[src/hw/rtl/gbalu_pkg.sv]
// Shared types and constants for the 8/16-bit ALU with Z/N/H/C flags.
package gbalu_pkg;

    localparam logic [3:0] CMD_ADD   = 4'd0;
    localparam logic [3:0] CMD_ADC   = 4'd1;
    localparam logic [3:0] CMD_SUB   = 4'd2;
    localparam logic [3:0] CMD_SBC   = 4'd3;
    localparam logic [3:0] CMD_AND   = 4'd4;
    localparam logic [3:0] CMD_OR    = 4'd5;
    localparam logic [3:0] CMD_XOR   = 4'd6;
    localparam logic [3:0] CMD_CP    = 4'd7;
    localparam logic [3:0] CMD_INC   = 4'd8;
    localparam logic [3:0] CMD_DEC   = 4'd9;
    localparam logic [3:0] CMD_SWAP  = 4'd10;
    localparam logic [3:0] CMD_ADD16 = 4'd11;
    localparam logic [3:0] CMD_ADDSP = 4'd12;
    localparam logic [3:0] CMD_INC16 = 4'd13;
    localparam logic [3:0] CMD_DEC16 = 4'd14;

    localparam int unsigned FLAG_Z = 3;
    localparam int unsigned FLAG_N = 2;
    localparam int unsigned FLAG_H = 1;
    localparam int unsigned FLAG_C = 0;

    typedef struct packed {
        logic [3:0]  command;
        logic [7:0]  acc;
        logic [7:0]  operand;
        logic [3:0]  flags_in;
        logic [15:0] word_a;
        logic [15:0] word_b;
    } in_t;

    typedef struct packed {
        logic [7:0]  result_byte;
        logic [15:0] result_word;
        logic [3:0]  flags_out;
    } out_t;

    typedef struct packed {
        logic [3:0]  cmd;
        logic [7:0]  acc;
        logic [3:0]  flags_in;
        logic [15:0] word_a;
        logic [7:0]  logic_res;
        logic [7:0]  add8_a;
        logic [7:0]  add8_b;
        logic        add8_cin;
        logic [15:0] add16_a;
        logic [15:0] add16_b;
        logic        add16_cin;
    } s1_t;

    typedef struct packed {
        logic [3:0]  cmd;
        logic [7:0]  acc;
        logic [3:0]  flags_in;
        logic [15:0] word_a;
        logic [7:0]  logic_res;
        logic [8:0]  sum8;
        logic        half8;
        logic [16:0] sum16;
        logic        half16;
    } s2_t;

endpackage

[src/hw/rtl/cpu_alu_with_flags_core.sv]
// Top level: three-stage pipelined 8/16-bit ALU with Z/N/H/C flags.
//
//   channel  | direction | ports                       | beat
//   ---------+-----------+-----------------------------+------------------------------
//   s_       | in        | s_valid, s_ready, s_data    | command, operands, flags
//   m_       | out       | m_valid, m_ready, m_data    | byte/word result, flags
//
// An accepted beat passes the stage 1, stage 2 and output registers in turn; one beat per
// cycle is sustained while m_ready stays high. Stages: decode/operand prep, adders, flag
// and result select (the last stage is the output register). Reset clears all stage
// valid bits. A stalled m_ready holds the output register; upstream stages keep loading
// into empty slots, so s_ready drops only when every stage is full.
module cpu_alu_with_flags_core import gbalu_pkg::*; (
    input  logic aclk,
    input  logic aresetn,
    input  logic s_valid,
    output logic s_ready,
    input  in_t  s_data,
    output logic m_valid,
    input  logic m_ready,
    output out_t m_data
);

    logic v1;
    logic v2;
    logic adv1;
    logic adv2;
    logic adv3;
    s1_t  d1;
    s2_t  d2;

    assign adv3    = !m_valid || m_ready;
    assign adv2    = !v2 || adv3;
    assign adv1    = !v1 || adv2;
    assign s_ready = adv1;

    gbalu_prep u_prep (
        .aclk      (aclk),
        .aresetn   (aresetn),
        .adv       (adv1),
        .in_valid  (s_valid),
        .in_data   (s_data),
        .out_valid (v1),
        .out_data  (d1)
    );

    gbalu_add u_add (
        .aclk      (aclk),
        .aresetn   (aresetn),
        .adv       (adv2),
        .in_valid  (v1),
        .in_data   (d1),
        .out_valid (v2),
        .out_data  (d2)
    );

    gbalu_flags u_flags (
        .aclk      (aclk),
        .aresetn   (aresetn),
        .adv       (adv3),
        .in_valid  (v2),
        .in_data   (d2),
        .out_valid (m_valid),
        .out_data  (m_data)
    );

    a_ready_when_drained: assert property (@(posedge aclk) disable iff (!aresetn)
        m_ready |-> s_ready)
        else $error("s_ready low while m_ready high");

    a_stage1_moves: assert property (@(posedge aclk) disable iff (!aresetn)
        (v1 && !v2) |=> v2)
        else $error("stage 1 beat did not advance into empty stage 2");

    a_stage2_moves: assert property (@(posedge aclk) disable iff (!aresetn)
        (v2 && !m_valid) |=> m_valid)
        else $error("stage 2 beat did not advance into empty output register");

endmodule

[src/hw/rtl/gbalu_prep.sv]
// Stage 1: command decode, adder operand forming and logic results.
module gbalu_prep import gbalu_pkg::*; (
    input  logic aclk,
    input  logic aresetn,
    input  logic adv,
    input  logic in_valid,
    input  in_t  in_data,
    output logic out_valid,
    output s1_t  out_data
);

    logic valid_reg;
    s1_t  data_reg;
    s1_t  data_next;
    logic cin;

    always_comb begin
        cin = in_data.flags_in[FLAG_C];
        data_next           = '0;
        data_next.cmd       = in_data.command;
        data_next.acc       = in_data.acc;
        data_next.flags_in  = in_data.flags_in;
        data_next.word_a    = in_data.word_a;
        data_next.add8_a    = in_data.acc;
        data_next.add8_b    = in_data.operand;
        data_next.add8_cin  = 1'b0;
        data_next.add16_a   = in_data.word_a;
        data_next.add16_b   = in_data.word_b;
        data_next.add16_cin = 1'b0;
        unique case (in_data.command)
            CMD_ADC: begin
                data_next.add8_cin = cin;
            end
            CMD_SUB, CMD_CP: begin
                data_next.add8_b   = ~in_data.operand;
                data_next.add8_cin = 1'b1;
            end
            CMD_SBC: begin
                data_next.add8_b   = ~in_data.operand;
                data_next.add8_cin = ~cin;
            end
            CMD_INC: begin
                data_next.add8_b = 8'h01;
            end
            CMD_DEC: begin
                data_next.add8_b   = 8'hFE;
                data_next.add8_cin = 1'b1;
            end
            CMD_ADDSP: begin
                data_next.add8_a  = in_data.word_a[7:0];
                data_next.add16_b = {{8{in_data.operand[7]}}, in_data.operand};
            end
            CMD_INC16: begin
                data_next.add16_b   = 16'h0000;
                data_next.add16_cin = 1'b1;
            end
            CMD_DEC16: begin
                data_next.add16_b = 16'hFFFF;
            end
            default: begin
            end
        endcase
        unique case (in_data.command)
            CMD_OR:   data_next.logic_res = in_data.acc | in_data.operand;
            CMD_XOR:  data_next.logic_res = in_data.acc ^ in_data.operand;
            CMD_SWAP: data_next.logic_res = {in_data.acc[3:0], in_data.acc[7:4]};
            default:  data_next.logic_res = in_data.acc & in_data.operand;
        endcase
    end

    always_ff @(posedge aclk) begin
        if (!aresetn) begin
            valid_reg <= 1'b0;
        end else if (adv) begin
            valid_reg <= in_valid;
        end
        if (adv) begin
            data_reg <= data_next;
        end
    end

    assign out_valid = valid_reg;
    assign out_data  = data_reg;

endmodule

[src/hw/rtl/gbalu_add.sv]
// Stage 2: 8-bit and 16-bit adders with half-carry taps.
module gbalu_add import gbalu_pkg::*; (
    input  logic aclk,
    input  logic aresetn,
    input  logic adv,
    input  logic in_valid,
    input  s1_t  in_data,
    output logic out_valid,
    output s2_t  out_data
);

    logic        valid_reg;
    s2_t         data_reg;
    s2_t         data_next;
    logic [4:0]  nib8;
    logic [12:0] nib16;

    always_comb begin
        nib8  = {1'b0, in_data.add8_a[3:0]} + {1'b0, in_data.add8_b[3:0]}
              + {4'd0, in_data.add8_cin};
        nib16 = {1'b0, in_data.add16_a[11:0]} + {1'b0, in_data.add16_b[11:0]}
              + {12'd0, in_data.add16_cin};
        data_next           = '0;
        data_next.cmd       = in_data.cmd;
        data_next.acc       = in_data.acc;
        data_next.flags_in  = in_data.flags_in;
        data_next.word_a    = in_data.word_a;
        data_next.logic_res = in_data.logic_res;
        data_next.sum8      = {1'b0, in_data.add8_a} + {1'b0, in_data.add8_b}
                            + {8'd0, in_data.add8_cin};
        data_next.half8     = nib8[4];
        data_next.sum16     = {1'b0, in_data.add16_a} + {1'b0, in_data.add16_b}
                            + {16'd0, in_data.add16_cin};
        data_next.half16    = nib16[12];
    end

    always_ff @(posedge aclk) begin
        if (!aresetn) begin
            valid_reg <= 1'b0;
        end else if (adv) begin
            valid_reg <= in_valid;
        end
        if (adv) begin
            data_reg <= data_next;
        end
    end

    assign out_valid = valid_reg;
    assign out_data  = data_reg;

endmodule

[src/hw/rtl/gbalu_flags.sv]
// Stage 3: result selection, zero detect and flag forming into the output register.
module gbalu_flags import gbalu_pkg::*; (
    input  logic aclk,
    input  logic aresetn,
    input  logic adv,
    input  logic in_valid,
    input  s2_t  in_data,
    output logic out_valid,
    output out_t out_data
);

    logic       valid_reg;
    out_t       data_reg;
    out_t       data_next;
    logic       zero8;
    logic       zero_log;
    logic       c8;
    logic       fc;
    logic [3:0] fi;

    always_comb begin
        zero8    = (in_data.sum8[7:0] == 8'h00);
        zero_log = (in_data.logic_res == 8'h00);
        c8       = in_data.sum8[8];
        fi       = in_data.flags_in;
        fc       = fi[FLAG_C];
        data_next = '0;
        unique case (in_data.cmd)
            CMD_ADD, CMD_ADC: begin
                data_next.result_byte = in_data.sum8[7:0];
                data_next.flags_out   = {zero8, 1'b0, in_data.half8, c8};
            end
            CMD_SUB, CMD_SBC: begin
                data_next.result_byte = in_data.sum8[7:0];
                data_next.flags_out   = {zero8, 1'b1, ~in_data.half8, ~c8};
            end
            CMD_CP: begin
                data_next.result_byte = in_data.acc;
                data_next.flags_out   = {zero8, 1'b1, ~in_data.half8, ~c8};
            end
            CMD_INC: begin
                data_next.result_byte = in_data.sum8[7:0];
                data_next.flags_out   = {zero8, 1'b0, in_data.half8, fc};
            end
            CMD_DEC: begin
                data_next.result_byte = in_data.sum8[7:0];
                data_next.flags_out   = {zero8, 1'b1, ~in_data.half8, fc};
            end
            CMD_AND: begin
                data_next.result_byte = in_data.logic_res;
                data_next.flags_out   = {zero_log, 1'b0, 1'b1, 1'b0};
            end
            CMD_OR, CMD_XOR, CMD_SWAP: begin
                data_next.result_byte = in_data.logic_res;
                data_next.flags_out   = {zero_log, 3'b000};
            end
            CMD_ADD16: begin
                data_next.result_word = in_data.sum16[15:0];
                data_next.flags_out   = {fi[FLAG_Z], 1'b0, in_data.half16,
                                         in_data.sum16[16]};
            end
            CMD_ADDSP: begin
                data_next.result_word = in_data.sum16[15:0];
                data_next.flags_out   = {2'b00, in_data.half8, c8};
            end
            CMD_INC16, CMD_DEC16: begin
                data_next.result_word = in_data.sum16[15:0];
                data_next.flags_out   = fi;
            end
            default: begin
                data_next.result_byte = in_data.acc;
                data_next.result_word = in_data.word_a;
                data_next.flags_out   = fi;
            end
        endcase
    end

    always_ff @(posedge aclk) begin
        if (!aresetn) begin
            valid_reg <= 1'b0;
        end else if (adv) begin
            valid_reg <= in_valid;
        end
        if (adv) begin
            data_reg <= data_next;
        end
    end

    assign out_valid = valid_reg;
    assign out_data  = data_reg;

endmodule

[config.mk]
export PLATFORM = sky130hd
export DESIGN_NAME = cpu_alu_with_flags_core
export DESIGN_NICKNAME = d
export VERILOG_FILES = /design/src/hw/rtl/gbalu_pkg.sv /design/src/hw/rtl/cpu_alu_with_flags_core.sv /design/src/hw/rtl/gbalu_prep.sv /design/src/hw/rtl/gbalu_add.sv /design/src/hw/rtl/gbalu_flags.sv
export SDC_FILE = /design/constraint.sdc
export NUM_CORES = 1
export LEC_CHECK = 0
export BUFFER_PORTS_ARGS = -buffer_cell sky130_fd_sc_hd__buf_2
export CELL_PAD_IN_SITES_DETAIL_PLACEMENT = 1
export CELL_PAD_IN_SITES_GLOBAL_PLACEMENT = 2
export CORE_MARGIN = 2
export CORE_UTILIZATION = 40
export CTS_CLUSTER_SIZE = 30
export DETAILED_ROUTE_END_ITERATION = 16
export GPL_TIMING_DRIVEN = 0
export PLACE_DENSITY = 0.81
export SLEW_MARGIN = 20
export SYNTH_ARGS = -nofsm -noshare
export SYNTH_HDL_FRONTEND = slang
export SYNTH_SLANG_ARGS = --single-unit
[constraint.sdc]
create_clock -name aclk -period 6.6 [get_ports aclk]
set_clock_uncertainty 0.05 [all_clocks]
set_input_delay 1.32 -clock aclk [delete_from_list [all_inputs] [get_ports aclk]]
set_output_delay 1.32 -clock aclk [all_outputs]
set_load 0.02 [all_outputs]
==> reports/qor.csv <==
stage,metric,value,unit
worst_setup_path,critPathLaunchType,input port,
synthesis,synth_top_cell_by_area,edfxtp_1,
worst_setup_path,cpMaxStageDelayCell,nand3_4,
worst_setup_path,cpPeakStageDelay,0.50,ns
sta,rsz0062_at_grt,no,
hold_path,hp-start,u_prep.out_data[84],
sta,maxSlewHeadroom,0.5503,
clock_network,cts_buffers,17,
clock_network,ctsResizeCount,0,
power,comb_power_share,0.136,
worst_setup_path,crit_path_max_fanout,34,
synthesis,ys_seq_area_frac,0.6567,
sta,slew_viol_final,0,
job,drv_cap,0,
power,internal_power,0.002040,W
hold_path,hp-class,flip-flop to flip-flop,
power,power.density,294.2,mW/mm2
status,status,completed,
sta,hold_violations,0,
detailed_routing,viasPerCell,5.154,
worst_setup_path,cp.arrival,2.75,ns
synthesis,yosysWarnings,0,
sta,finalSetupViolCount,0,
detailed_routing,ant_nets,0,
floorplan,core-area,0.01940,mm2
detailed_routing,routed-via-count,5020,
global_routing,grt_pass1_wl,28720,um
synthesis,synth-edff-count,170,
layout,final_cell_mix,"edfxtp_1, buf_2, nand2_1",
worst_setup_path,timing.rr.start,u_prep.out_data[0],
detailed_routing,drtIter0Drc,349,
global_routing,antenna_found_initial,0,
power,p_clk_frac,0.344,
detailed_routing,wl_per_cell,19.02,um
global_routing,grt_max_degree,56,
clock_network,cts_hold_buffers,0,
floorplan,dieWidth,144.2,um
sta,period_share,0.6246,
sta,fin_ws,2.478,ns
clock_network,post_cts_buffers,0,
clock_network,htree_levels,4,
hold_path,min_path_cells,0,
power,switchingPower,0.0006877,W
synthesis,syn_avg_cell_area,13.42,um2
global_routing,grt_usage,0.1865,
layout,diodes,0,
power,sw_frac_of_total,0.2522,
worst_setup_path,worstPathCellList,buf_2 > nor2b_1 > nand3_4 > buf_2,
power,p_total,0.002727,W
synthesis,synth_cell_types,58,
worst_setup_path,reg2reg_slack,3.80,ns
floorplan,start_util,0.4054,
worst_setup_path,critPathRequiredTime,5.23,ns
clock_network,clk_path_buf_depth,2,
floorplan,die-height,144.2,um
clock_network,insertion_delay,0.43,ns
placed_design,place.gp.congestion,0.8933,
global_routing,grt_overflow_total,0,
synthesis,syn_nets,688,
global_routing,grt_pass1_vias,5324,
power,vdd_drop_max,0.1666,mV
detailed_routing,drt_wl_total,18530,um
synthesis,syn_inst,586,
sta,period_minus_slack,4.122,ns
worst_setup_path,r2r_cells,9,
clock_network,cts-root-buf,clkbuf_16,
layout,nFillCells,2028,
hold_path,holdPathEnd,u_add.out_data[62],
layout,seqCellArea,0.005165,mm2
worst_setup_path,cp-end-kind,primary output,
synthesis,yosysTopAreaCellShare,0.6491,
worst_setup_path,critPathKind,input port to primary output,
layout,drive_gt1_frac,0.2102,
layout,multi_input_area,0.002469,mm2
clock_network,cts.sinks,173,
worst_setup_path,timing.rr.end,u_add.out_data[15],
floorplan,ioPinCount,90,
synthesis,synth_seq_cells,173,
layout,area_growth,17.88,%
placed_design,pre_cts_ws,2.477,ns
sta,fin_setup_tns,0,ns
clock_network,cts_tree,yes,
placed_design,dp_hpwl,13940,um
synthesis,ys.flop_type,edfxtp_1,
power,total_leakage_power,3.895,nW
detailed_routing,drc,0,
layout,nets,798,
detailed_routing,firstDrtPassIters,5,
floorplan,die-area,0.02080,mm2
synthesis,async_flop_share,0,
sta,worst_pin_slew,0.6746,ns
power,pwr-share-seq,0.520,
clock_network,path_clk_slew,0.06,ns
worst_setup_path,crit_top_cell,buf_2,
synthesis,ys_top_cells_by_area,"edfxtp_1, ha_1, nand2_1, inv_1, a21oi_1",
sta,clock.fmax,242.6,MHz
floorplan,rows,51,
layout,final_common_cell,edfxtp_1,
synthesis,syn-cell-area,0.007865,mm2
placed_design,numPortBuffers,89,
[how the worst max path moves through the flow]
stage                  from  endpoint  slack (ns)  cells past startpoint
floorplan           m_ready   s_ready        1.83                      2
finish              m_ready   s_ready        2.48                      4
detailed placement  m_ready   s_ready        2.48                      4
global route        m_ready   s_ready        2.32                      4
global placement    m_ready   s_ready        0.16                      4
CTS                 m_ready   s_ready        2.48                      4
[critical path, delay by kind of cell]
kind,cells,cell delay (ns)
AND/OR/NAND/NOR,2,0.99
buffers and inverters,2,0.44
[registers in the layout, indices dropped and copies added (netlist names)]
name and count:
u_prep.out_valid 1, u_add.out_data 68, u_flags.out_valid 1, u_add.out_valid 1, u_flags.out_data 28, u_prep.out_data 74
[metrics by stage]
| stage | utilization | hold WS (ns) | area [um2] | instances |
|---|---|---|---|---|
| 6_report | 0.4779 | 0.3650 | 9271 | 974 |
| 5_1_grt | 0.4779 | 0.3724 | 9271 | 974 |
| 4_1_cts | 0.4779 | 0.3686 | 9271 | 974 |
| 3_5_place_dp | 0.4490 | 0.3563 | 8710 | 942 |
| 3_3_place_gp | 0.4455 | 0.3542 | 8642 | 940 |
| 2_1_floorplan | - | 0.3503 | 7865 | 586 |
[cell families after synthesis]
| logic type | Yosys count | synth area share |
|---|---|---|
| flip-flops | 173 | 0.6567 |
| AO/OA/AOI/OAI | 152 | 0.1378 |
| AND/OR/NAND/NOR | 135 | 0.07811 |
| buffers and inverters | 62 | 0.03197 |
| adder cells (fa/ha/maj) | 42 | 0.07063 |
| XOR/XNOR | 21 | 0.02338 |
| multiplexers | 1 | 0.001432 |
[final cells by class]
class / instances / area share
clock inverters: 7 / 0.006073
repair buffers: 91 / 0.05317
flip-flops and latches: 173 / 0.5571
well taps: 265 / 0.03576
plain buffers: 22 / 0.01093
clock buffers: 25 / 0.05452
multi-input cells: 351 / 0.2663
inverters: 40 / 0.01619
[cell usage after synthesis, drive strengths merged, types with 2 or more instances]
library cell  number
a222oi             8
clkbuf             9
nor2b              9
edfxtp           170
and2               4
nor2              31
nand4              2
buf               13
nand2             64
a22o              16
ha                38
dfxtp              3
a21oi             31
inv               40
o221ai             9
fa                 4
a22oi              8
nor4               4
a31oi              2
a21o              18
nand3              6
xnor2             16
o211ai             2
nor3               4
nand2b             5
o21ai             33
and3               2
o21bai             2
xor2               5
a211oi             9
o21a               4
[metal layers]
metal | up-vias | global-route usage | part of all wire
li1 | 2417 | - | -
met1 | 2456 | 0.2515 | 0.46
met2 | 122 | 0.3008 | 0.48
met3 | 25 | 0.03477 | 0.038
met4 | 0 | 0.07256 | 0.020
met5 | - | 0 | 0
[power groups by stage]
stage          combinational [W]  clock [W]  sequential, W
2_1_floorplan           0.000210          0        0.00145
3_3_place_gp            0.000351          0        0.00143
3_5_place_dp            0.000370          0        0.00144
4_1_cts                 0.000373   0.000954        0.00142
5_1_grt                 0.000411   0.000991        0.00143
6_report                0.000372   0.000939        0.00142
No activity file was read; power rests on OpenSTA's default activity.
